`config.mk`:
```
export PLATFORM = sky130hd
export DESIGN_NAME = heading_turn_controller_flat
export DESIGN_NICKNAME = d
export VERILOG_FILES = /design/src/hdl/htc_pkg.sv /design/src/hdl/htc_if.sv /design/src/hdl/htc_cfg.sv /design/src/hdl/htc_step.sv /design/src/hdl/heading_turn_controller.sv /design/src/flat_wrapper.sv
export SDC_FILE = /design/constraint.sdc
export NUM_CORES = 1
export LEC_CHECK = 0
export ABC_AREA = 1
export BUFFER_PORTS_ARGS = -buffer_cell sky130_fd_sc_hd__buf_2
export CAP_MARGIN = 15
export CORE_AREA = 2 2 142 178
export CTS_BUF_LIST = sky130_fd_sc_hd__clkbuf_4
export DETAILED_ROUTE_END_ITERATION = 10
export DIE_AREA = 0 0 144 180
export GPL_TIMING_DRIVEN = 0
export PLACE_DENSITY = 0.73
export SLEW_MARGIN = 10
export SYNTH_ARGS = -nofsm -noshare
export SYNTH_HDL_FRONTEND = slang
export SYNTH_HIERARCHICAL = 1
export SYNTH_SLANG_ARGS = --single-unit
```
`constraint.sdc`:
```
create_clock -name clk -period 11.8 [get_ports clk]
set_clock_uncertainty 0.1 [all_clocks]
set_input_delay 0.59 -clock clk [delete_from_list [all_inputs] [get_ports clk]]
set_output_delay 0.59 -clock clk [all_outputs]
set_load 0.03 [all_outputs]
```
`src/hdl/htc_pkg.sv`:
```
// Shared types, codes and constants of the heading turn controller.
package htc_pkg;

  localparam int unsigned HEADING_W = 12;
  localparam int unsigned LIMIT_W   = 10;
  localparam int unsigned THRESH_W  = 11;
  localparam int unsigned SPEED_W   = 7;
  localparam int unsigned STATUS_W  = 3;
  localparam int unsigned PWM_W     = 11;
  localparam int unsigned COUNT_W   = LIMIT_W + 1;
  localparam int unsigned ADDR_W    = 5;
  localparam int unsigned DATA_W    = 32;
  localparam int unsigned REG_IDX_W = 3;

  // Request opcodes.
  localparam logic OP_START = 1'b0;
  localparam logic OP_TICK  = 1'b1;

  // Result status codes.
  localparam logic [STATUS_W-1:0] STATUS_IDLE    = 3'd0;
  localparam logic [STATUS_W-1:0] STATUS_TURNING = 3'd1;
  localparam logic [STATUS_W-1:0] STATUS_REACHED = 3'd2;
  localparam logic [STATUS_W-1:0] STATUS_TIMEOUT = 3'd3;
  localparam logic [STATUS_W-1:0] STATUS_ERROR   = 3'd4;

  // Register indexes (byte address is four times the index).
  localparam logic [REG_IDX_W-1:0] REG_TARGET = 3'd0;
  localparam logic [REG_IDX_W-1:0] REG_LIMIT  = 3'd1;
  localparam logic [REG_IDX_W-1:0] REG_THRESH = 3'd2;
  localparam logic [REG_IDX_W-1:0] REG_FAST   = 3'd3;
  localparam logic [REG_IDX_W-1:0] REG_SLOW   = 3'd4;

  // Register reset values.
  localparam logic [HEADING_W-1:0] RST_TARGET = 12'd0;
  localparam logic [LIMIT_W-1:0]   RST_LIMIT  = 10'd600;
  localparam logic [THRESH_W-1:0]  RST_THRESH = 11'd100;
  localparam logic [SPEED_W-1:0]   RST_FAST   = 7'd100;
  localparam logic [SPEED_W-1:0]   RST_SLOW   = 7'd35;

  // Angle constants in tenths of a degree.
  localparam logic [HEADING_W-1:0]        HALF_TURN = 12'd1800;
  localparam logic signed [HEADING_W:0]   FULL_TURN = 13'sd3600;
  localparam logic [SPEED_W-1:0]          SPEED_MAX = 7'd100;

  // floor(s * 1024 / 100) = floor(s * 5243 / 512) for s up to 100.
  localparam logic [12:0] PWM_RECIP = 13'd5243;

  typedef struct packed {
    logic [HEADING_W-1:0] target_heading;
    logic [LIMIT_W-1:0]   tick_limit;
    logic [THRESH_W-1:0]  near_threshold;
    logic [SPEED_W-1:0]   fast_speed;
    logic [SPEED_W-1:0]   slow_speed;
  } cfg_t;

  typedef struct packed {
    logic                 opcode;
    logic [HEADING_W-1:0] heading;
    logic                 reading_error;
  } req_t;

  typedef struct packed {
    logic                busy;
    logic                slowed;
    logic                start_negative;
    logic [COUNT_W-1:0]  tick_count;
    logic [SPEED_W-1:0]  current_speed;
    logic                spin_left;
  } turn_state_t;

  typedef struct packed {
    logic [STATUS_W-1:0] status;
    logic [SPEED_W-1:0]  speed_percent;
    logic [PWM_W-1:0]    pwm_duty;
    logic                right_dir;
    logic                left_dir;
  } res_t;

  function automatic logic [SPEED_W-1:0] clamp_speed(input logic [SPEED_W-1:0] s);
    return (s > SPEED_MAX) ? SPEED_MAX : s;
  endfunction

  function automatic logic [PWM_W-1:0] pwm_of(input logic [SPEED_W-1:0] s);
    logic [19:0] prod;
    prod = 20'(s) * 20'(PWM_RECIP);
    return prod[19:9];
  endfunction

endpackage

```
`src/hdl/htc_if.sv`:
```
// Request and result channel interfaces of the heading turn controller.
interface htc_in_if;
  logic                           valid;
  logic                           ready;
  logic                           opcode;
  logic [htc_pkg::HEADING_W-1:0]  heading;
  logic                           reading_error;

  modport source (output valid, opcode, heading, reading_error, input ready);
  modport sink (input valid, opcode, heading, reading_error, output ready);
endinterface

interface htc_out_if;
  logic                           valid;
  logic                           ready;
  logic [htc_pkg::STATUS_W-1:0]   status;
  logic [htc_pkg::SPEED_W-1:0]    speed_percent;
  logic [htc_pkg::PWM_W-1:0]      pwm_duty;
  logic                           right_dir;
  logic                           left_dir;

  modport source (output valid, status, speed_percent, pwm_duty, right_dir, left_dir,
                  input ready);
  modport sink (input valid, status, speed_percent, pwm_duty, right_dir, left_dir,
                output ready);
endinterface

```
`src/hdl/htc_cfg.sv`:
```
// APB-style configuration register file of the heading turn controller.
module htc_cfg (
  input  logic                         clk,
  input  logic                         rst_n,
  input  logic                         psel,
  input  logic                         penable,
  input  logic                         pwrite,
  input  logic [htc_pkg::ADDR_W-1:0]   paddr,
  input  logic [htc_pkg::DATA_W-1:0]   pwdata,
  output logic [htc_pkg::DATA_W-1:0]   prdata,
  output logic                         pready,
  output htc_pkg::cfg_t                cfg
);

  htc_pkg::cfg_t                     cfg_r;
  logic                              wr_en;
  logic [htc_pkg::REG_IDX_W-1:0]     idx;

  assign pready = 1'b1;
  assign wr_en  = psel && penable && pwrite;
  assign idx    = paddr[htc_pkg::ADDR_W-1:2];
  assign cfg    = cfg_r;

  always_ff @(posedge clk) begin
    if (!rst_n) begin
      cfg_r.target_heading <= htc_pkg::RST_TARGET;
      cfg_r.tick_limit     <= htc_pkg::RST_LIMIT;
      cfg_r.near_threshold <= htc_pkg::RST_THRESH;
      cfg_r.fast_speed     <= htc_pkg::RST_FAST;
      cfg_r.slow_speed     <= htc_pkg::RST_SLOW;
    end else if (wr_en) begin
      unique case (idx)
        htc_pkg::REG_TARGET: cfg_r.target_heading <= pwdata[htc_pkg::HEADING_W-1:0];
        htc_pkg::REG_LIMIT:  cfg_r.tick_limit     <= pwdata[htc_pkg::LIMIT_W-1:0];
        htc_pkg::REG_THRESH: cfg_r.near_threshold <= pwdata[htc_pkg::THRESH_W-1:0];
        htc_pkg::REG_FAST:   cfg_r.fast_speed     <= pwdata[htc_pkg::SPEED_W-1:0];
        htc_pkg::REG_SLOW:   cfg_r.slow_speed     <= pwdata[htc_pkg::SPEED_W-1:0];
        default: ;
      endcase
    end
  end

  always_comb begin
    unique case (idx)
      htc_pkg::REG_TARGET: prdata = htc_pkg::DATA_W'(cfg_r.target_heading);
      htc_pkg::REG_LIMIT:  prdata = htc_pkg::DATA_W'(cfg_r.tick_limit);
      htc_pkg::REG_THRESH: prdata = htc_pkg::DATA_W'(cfg_r.near_threshold);
      htc_pkg::REG_FAST:   prdata = htc_pkg::DATA_W'(cfg_r.fast_speed);
      htc_pkg::REG_SLOW:   prdata = htc_pkg::DATA_W'(cfg_r.slow_speed);
      default:             prdata = '0;
    endcase
  end

endmodule

```
`src/hdl/htc_step.sv`:
```
// Next-state and result logic for one heading request.
module htc_step (
  input  htc_pkg::cfg_t        cfg,
  input  htc_pkg::turn_state_t st,
  input  htc_pkg::req_t        req,
  output htc_pkg::turn_state_t st_nxt,
  output htc_pkg::res_t        res
);

  logic signed [htc_pkg::HEADING_W:0] base;
  logic [htc_pkg::HEADING_W-1:0]      mag;
  logic signed [htc_pkg::HEADING_W:0] wrap;
  logic [htc_pkg::HEADING_W-1:0]      wrap_mag;
  logic signed [htc_pkg::HEADING_W:0] delta;
  logic [htc_pkg::THRESH_W-1:0]       delta_mag;
  logic                               delta_neg;
  logic [htc_pkg::STATUS_W-1:0]       status;

  // Shortest signed distance, folded into plus or minus half a turn.
  always_comb begin
    base     = $signed({1'b0, req.heading}) - $signed({1'b0, cfg.target_heading});
    mag      = base[htc_pkg::HEADING_W] ? htc_pkg::HEADING_W'(-base)
                                        : base[htc_pkg::HEADING_W-1:0];
    wrap     = $signed({1'b0, mag}) - htc_pkg::FULL_TURN;
    wrap_mag = wrap[htc_pkg::HEADING_W] ? htc_pkg::HEADING_W'(-wrap)
                                        : wrap[htc_pkg::HEADING_W-1:0];
    if (mag > htc_pkg::HALF_TURN) begin
      delta = base[htc_pkg::HEADING_W] ? $signed({1'b0, wrap_mag})
                                       : -$signed({1'b0, wrap_mag});
    end else begin
      delta = base;
    end
    delta_neg = delta[htc_pkg::HEADING_W];
    delta_mag = delta_neg ? htc_pkg::THRESH_W'(-delta) : delta[htc_pkg::THRESH_W-1:0];
  end

  always_comb begin
    st_nxt = st;
    status = htc_pkg::STATUS_TURNING;
    if (req.opcode == htc_pkg::OP_START) begin
      if (req.reading_error) begin
        st_nxt.busy          = 1'b0;
        st_nxt.current_speed = '0;
        status               = htc_pkg::STATUS_ERROR;
      end else begin
        st_nxt.start_negative = delta_neg;
        st_nxt.spin_left      = !delta_neg;
        st_nxt.slowed         = 1'b0;
        st_nxt.tick_count     = '0;
        st_nxt.busy           = 1'b1;
        st_nxt.current_speed  = htc_pkg::clamp_speed(cfg.fast_speed);
        status                = htc_pkg::STATUS_TURNING;
      end
    end else if (!st.busy) begin
      st_nxt.current_speed = '0;
      status               = htc_pkg::STATUS_IDLE;
    end else if (st.tick_count > {1'b0, cfg.tick_limit}) begin
      st_nxt.busy          = 1'b0;
      st_nxt.current_speed = '0;
      status               = htc_pkg::STATUS_TIMEOUT;
    end else begin
      st_nxt.tick_count = st.tick_count + 1'b1;
      if (req.reading_error) begin
        st_nxt.busy          = 1'b0;
        st_nxt.current_speed = '0;
        status               = htc_pkg::STATUS_ERROR;
      end else begin
        if (!st.slowed && (delta_mag <= cfg.near_threshold)) begin
          st_nxt.current_speed = htc_pkg::clamp_speed(cfg.slow_speed);
          st_nxt.slowed        = 1'b1;
        end
        // A zero distance or a change of sign means the target was passed.
        if ((req.heading == cfg.target_heading) || (delta == '0) ||
            (delta_neg != st.start_negative)) begin
          st_nxt.busy          = 1'b0;
          st_nxt.current_speed = '0;
          status               = htc_pkg::STATUS_REACHED;
        end else begin
          status = htc_pkg::STATUS_TURNING;
        end
      end
    end
  end

  always_comb begin
    res.status        = status;
    res.speed_percent = st_nxt.current_speed;
    res.pwm_duty      = htc_pkg::pwm_of(st_nxt.current_speed);
    res.right_dir     = st_nxt.spin_left;
    res.left_dir      = !st_nxt.spin_left;
  end

endmodule

```
`src/hdl/heading_turn_controller.sv`:
```
// Top level of the heading turn controller: request register, step logic, result register.
//
//   Channel  | Direction | Handshake            | Payload
//   ---------+-----------+----------------------+-----------------------------------------
//   in_chan  | sink      | valid / ready        | opcode, heading, reading_error
//   out_chan | source    | valid / ready        | status, speed_percent, pwm_duty,
//            |           |                      | right_dir, left_dir
//   APB      | slave     | psel/penable, pready | paddr, pwdata, prdata (5 registers)
//
// Each request passes from acceptance into the request register, then through the step
// logic into the result register.
// A new request is accepted in every cycle while results are taken, so one request
// per cycle is sustained; the step logic between the two registers sets the clock.
// Reset is synchronous and active low; it clears the turn state, the valid flags and
// the configuration registers, which take their documented defaults.
// When the result is not taken, the result register holds it and the request register
// keeps one further request; in_chan.ready falls only when both are occupied.
module heading_turn_controller (
  input  logic                        clk,
  input  logic                        rst_n,
  htc_in_if.sink                      in_chan,
  htc_out_if.source                   out_chan,
  input  logic                        psel,
  input  logic                        penable,
  input  logic                        pwrite,
  input  logic [htc_pkg::ADDR_W-1:0]  paddr,
  input  logic [htc_pkg::DATA_W-1:0]  pwdata,
  output logic [htc_pkg::DATA_W-1:0]  prdata,
  output logic                        pready
);

  htc_pkg::cfg_t        cfg;
  htc_pkg::turn_state_t st_r;
  htc_pkg::turn_state_t st_nxt;
  htc_pkg::req_t        req_r;
  htc_pkg::res_t        res_nxt;
  htc_pkg::res_t        res_r;
  logic                 req_valid_r;
  logic                 req_valid_nxt;
  logic                 out_valid_r;
  logic                 out_valid_nxt;
  logic                 out_free;
  logic                 req_advance;
  logic                 in_accept;

  htc_cfg u_cfg (
    .clk     (clk),
    .rst_n   (rst_n),
    .psel    (psel),
    .penable (penable),
    .pwrite  (pwrite),
    .paddr   (paddr),
    .pwdata  (pwdata),
    .prdata  (prdata),
    .pready  (pready),
    .cfg     (cfg)
  );

  htc_step u_step (
    .cfg    (cfg),
    .st     (st_r),
    .req    (req_r),
    .st_nxt (st_nxt),
    .res    (res_nxt)
  );

  // The result register is free when empty or when its result leaves this cycle.
  assign out_free      = !out_valid_r || out_chan.ready;
  // The stored request is processed, and the turn state updated, as it moves on.
  assign req_advance   = req_valid_r && out_free;
  assign in_chan.ready = !req_valid_r || req_advance;
  assign in_accept     = in_chan.valid && in_chan.ready;

  always_comb begin
    if (in_accept) begin
      req_valid_nxt = 1'b1;
    end else if (req_advance) begin
      req_valid_nxt = 1'b0;
    end else begin
      req_valid_nxt = req_valid_r;
    end

    if (req_advance) begin
      out_valid_nxt = 1'b1;
    end else if (out_chan.ready) begin
      out_valid_nxt = 1'b0;
    end else begin
      out_valid_nxt = out_valid_r;
    end
  end

  always_ff @(posedge clk) begin
    if (!rst_n) begin
      req_valid_r <= 1'b0;
      out_valid_r <= 1'b0;
      st_r        <= '0;
    end else begin
      req_valid_r <= req_valid_nxt;
      out_valid_r <= out_valid_nxt;
      if (req_advance) begin
        st_r <= st_nxt;
      end
    end
  end

  // Payload registers carry no reset; the valid flags qualify them.
  always_ff @(posedge clk) begin
    if (in_accept) begin
      req_r.opcode        <= in_chan.opcode;
      req_r.heading       <= in_chan.heading;
      req_r.reading_error <= in_chan.reading_error;
    end
    if (req_advance) begin
      res_r <= res_nxt;
    end
  end

  assign out_chan.valid         = out_valid_r;
  assign out_chan.status        = res_r.status;
  assign out_chan.speed_percent = res_r.speed_percent;
  assign out_chan.pwm_duty      = res_r.pwm_duty;
  assign out_chan.right_dir     = res_r.right_dir;
  assign out_chan.left_dir      = res_r.left_dir;

endmodule

```
`src/flat_wrapper.sv`:
```
// flat-port wrapper written by rule: the top's interface ports become plain ports
module heading_turn_controller_flat 
  (clk, rst_n, psel, penable, pwrite, paddr, pwdata, prdata, pready, in_chan_valid, in_chan_opcode, in_chan_heading, in_chan_reading_error, in_chan_ready, out_chan_valid, out_chan_status, out_chan_speed_percent, out_chan_pwm_duty, out_chan_right_dir, out_chan_left_dir, out_chan_ready);
  htc_in_if in_chan_i ();
  htc_out_if out_chan_i ();
  input  logic clk;
  input  logic rst_n;
  input  logic psel;
  input  logic penable;
  input  logic pwrite;
  input  logic [htc_pkg::ADDR_W-1:0] paddr;
  input  logic [htc_pkg::DATA_W-1:0] pwdata;
  output logic [htc_pkg::DATA_W-1:0] prdata;
  output logic pready;
  input wire logic [$bits(in_chan_i.valid)-1:0] in_chan_valid;
  input wire logic [$bits(in_chan_i.opcode)-1:0] in_chan_opcode;
  input wire logic [$bits(in_chan_i.heading)-1:0] in_chan_heading;
  input wire logic [$bits(in_chan_i.reading_error)-1:0] in_chan_reading_error;
  output wire logic [$bits(in_chan_i.ready)-1:0] in_chan_ready;
  output wire logic [$bits(out_chan_i.valid)-1:0] out_chan_valid;
  output wire logic [$bits(out_chan_i.status)-1:0] out_chan_status;
  output wire logic [$bits(out_chan_i.speed_percent)-1:0] out_chan_speed_percent;
  output wire logic [$bits(out_chan_i.pwm_duty)-1:0] out_chan_pwm_duty;
  output wire logic [$bits(out_chan_i.right_dir)-1:0] out_chan_right_dir;
  output wire logic [$bits(out_chan_i.left_dir)-1:0] out_chan_left_dir;
  input wire logic [$bits(out_chan_i.ready)-1:0] out_chan_ready;
  assign in_chan_i.valid = in_chan_valid;
  assign in_chan_i.opcode = in_chan_opcode;
  assign in_chan_i.heading = in_chan_heading;
  assign in_chan_i.reading_error = in_chan_reading_error;
  assign in_chan_ready = in_chan_i.ready;
  assign out_chan_valid = out_chan_i.valid;
  assign out_chan_status = out_chan_i.status;
  assign out_chan_speed_percent = out_chan_i.speed_percent;
  assign out_chan_pwm_duty = out_chan_i.pwm_duty;
  assign out_chan_right_dir = out_chan_i.right_dir;
  assign out_chan_left_dir = out_chan_i.left_dir;
  assign out_chan_i.ready = out_chan_ready;
  heading_turn_controller u_core (.clk(clk), .rst_n(rst_n), .in_chan(in_chan_i), .out_chan(out_chan_i), .psel(psel), .penable(penable), .pwrite(pwrite), .paddr(paddr), .pwdata(pwdata), .prdata(prdata), .pready(pready));
endmodule
```
==> metrics.cfg <==
[run_status]
status = finished clean

[timing]
fin_crit_ps = 10830
relSlewSlack = 0.3129
rsz0062_at_grt = false
hold_viol = 0
fmax_mhz = 92.34
slew_viol_final = 0
period_share = 0.9177
setup_viol_count_final = 0
tightest_slew_ps = 1020
whs_ps = 131.6
tns_ps = 0

[pwr]
power.density_nw_per_um2 = 99.08
power.total_mw = 1.140
ir_drop_uv = 57.52
p_leak_nw = 5.981

[synthesis]
synthesis.area_um2 = 10490
ys_warn_count = 6
synth-edff-count = 37
synthCells = 1560
yosys-top-cells-area = nand2_1, dfxtp_1, ha_1, edfxtp_1, inv_1
async_reset_ff_frac = 0
seq_area_frac_synth = 0.2414
synth-seq-cells = 108
yosys.area.top_type_share = 0.1485
post_synth_num_cell_types = 52
synth_area_per_cell_um2 = 6.724
yosysTopAreaCell = nand2_1
dominantRegCellSynth = dfxtp_1

[place]
io_buffer_count = 71
place_congestion = 0.9200
dp_hpwl_um = 22760
dp.cells = 1980

[critical_path]
cp_common_cell = inv_1
crit_slowest_cell = fa_1
critPathKind = register to register
critPathMaxStageDelay_ps = 580
r2r_slack_ps = 970
cp-start-kind = register
end_kind = register
critPathTopFamily = adder cells
worstPathMaxFanout = 10
reg2regPathDepth = 53
crit_buf_inv = 12
arrival_ps = 11020
r2r-end = u_core/out_chan.pwm_duty[10]
reg2reg_from = u_core/u_cfg/cfg[35]
required_ps = 11990

[clocking]
cts.repair.resized = 0
clockBufferDepth = 2
cts_num_sinks = 108
post-cts-setup-buffers = 0
h-tree-depth = 3
cts_made_buffers = 9
cts_tree = built
clk_pin_slew_ps = 190
hold_buffers = 0
clock_latency_ps = 520
clock-root-buffer = clkbuf_4

[die]
die_h_um = 180
ios = 116
initial_core_util = 0.4323
die_x_um = 144
fp.coreArea_um2 = 24260
dieArea_um2 = 25920
num_rows = 64

[worst_hold_path]
holdCritStartpoint = in_chan_heading[5]
min_path_type = primary input to register
min_to = u_core/req_r[6]
hold_depth = 1

[flow_run]
max_cap_viol_count = 0

[drt]
antenna_left = 0
drt_iter0_markers = 546
num_vias = 9958
routedWlPerCell_um = 13.97
first_pass_iters = 6
drc = 0
drt_wl_total_um = 27920
avgViaCountPerCell = 4.981

[cells_and_area]
num-nets-final = 1829
utilization = 0.4741
layout_common_cells = nand2_1, inv_1, nor2_1
fin_cells = 1999
drive_gt1_frac = 0.1650
layout_commonest_cell = nand2_1
area_growth_pct = 9.674

[global_route]
grt_pass1_vias = 9530
grt_max_degree = 24
antenna_found_initial = 1
grt_pass1_wl_um = 45470
grt-ovfl-total = 0
grt_usage = 0.2187

==> registers in the layout, indices dropped and copies added (netlist names) <==
| name | count |
|---|---|
| u_core/out_chan.pwm_duty | 11 |
| u_core/st_r | 22 |
| u_core/out_chan.right_dir | 1 |
| u_core/out_chan.status | 3 |
| u_core/out_chan.left_dir | 1 |
| u_core/u_cfg/cfg | 47 |
| u_core/out_chan.valid | 1 |
| u_core/req_valid_r | 1 |
| u_core/req_r | 14 |
| u_core/out_chan.speed_percent | 7 |
==> worst max-delay path by stage <==
stage | startpoint | end | slack (ps) | cells past startpoint
global placement | u_core/req_r[1] | u_core/out_chan.pwm_duty[10] | 830 | 58
finish | u_core/u_cfg/cfg[35] | u_core/out_chan.pwm_duty[10] | 970 | 53
global route | u_core/u_cfg/cfg[35] | u_core/out_chan.pwm_duty[10] | 100 | 58
detailed placement | u_core/req_r[1] | u_core/out_chan.pwm_duty[10] | 580 | 58
floorplan | u_core/req_r[1] | u_core/out_chan.pwm_duty[10] | 2280 | 61
CTS | u_core/u_cfg/cfg[35] | u_core/out_chan.pwm_duty[10] | 570 | 57
==> synthesized netlist by cell type, types with 3 or more instances <==
master    number
buf_4         45
a21oi_1       59
o21ai_0       34
edfxtp_1      37
nand2_4        3
dfxtp_1       71
xor2_2         3
buf_2          9
nand2_2       29
a31oi_1        4
nor3_1         9
nor2_4         8
nand3_2       26
o211ai_1       6
nand3b_1       5
xnor2_1        7
nand2_1      415
clkbuf_1       3
inv_1        228
nand3_1      147
or2_2          4
nor2_2        18
buf_1          3
xor2_1        16
inv_2         17
nor2_1       168
buf_6         10
nand4_1       33
ha_1          90
fa_1          19
==> metrics by stage <==
| stage | area [um^2] | worst slack, ps |
|---|---|---|
| 2_1_floorplan | 10560 | 2284 |
| 3_3_place_gp | 11330 | 835.0 |
| 3_5_place_dp | 11340 | 577.2 |
| 4_1_cts | 11480 | 572.4 |
| 5_1_grt | 11500 | 95.94 |
| 6_report | 11500 | 970.7 |
==> cell type report <==
class | instances | area, um^2
Fill cell | 2466 | 12760
Multi-Input combinational cell | 1153 | 6591
Sequential cell | 108 | 2532
Inverter | 248 | 947.2
Buffer | 70 | 518.0
Tap cell | 330 | 412.9
Timing Repair Buffer | 72 | 360.3
Clock inverter | 7 | 68.82
Clock buffer | 9 | 67.56
Antenna cell | 2 | 5.005
==> report_power, final <==
| part | switching (mW) | internal [mW] | total, mW | leakage (nW) |
|---|---|---|---|---|
| combinational | 0.346 | 0.185 | 0.531 | 4.97 |
| sequential | 0.0108 | 0.403 | 0.413 | 0.936 |
| clock | 0.146 | 0.0493 | 0.196 | 0.0752 |
==> layer usage <==
layer	vias up	GRT usage	part of all wire
met5	-	0	0
met2	277	0.4010	0.51
li1	5112	-	-
met4	0	0.08706	0.036
met3	70	0.02397	0.043
met1	4499	0.2556	0.41
==> cells by family (layout without fill, tap and decap cells) <==
logic type / Yosys count / in the layout / synth area share
compound gates: 124 / 124 / 0.06728
buf+inv: 318 / 406 / 0.1397
other cells: 2 / 23 / 0.0007160
simple gates: 872 / 872 / 0.3823
mux: 1 / 1 / 0.001074
fa+ha+maj: 109 / 109 / 0.1436
xor+xnor: 26 / 26 / 0.02386
flops: 108 / 108 / 0.2414
(Power assumes the default switching activity.)
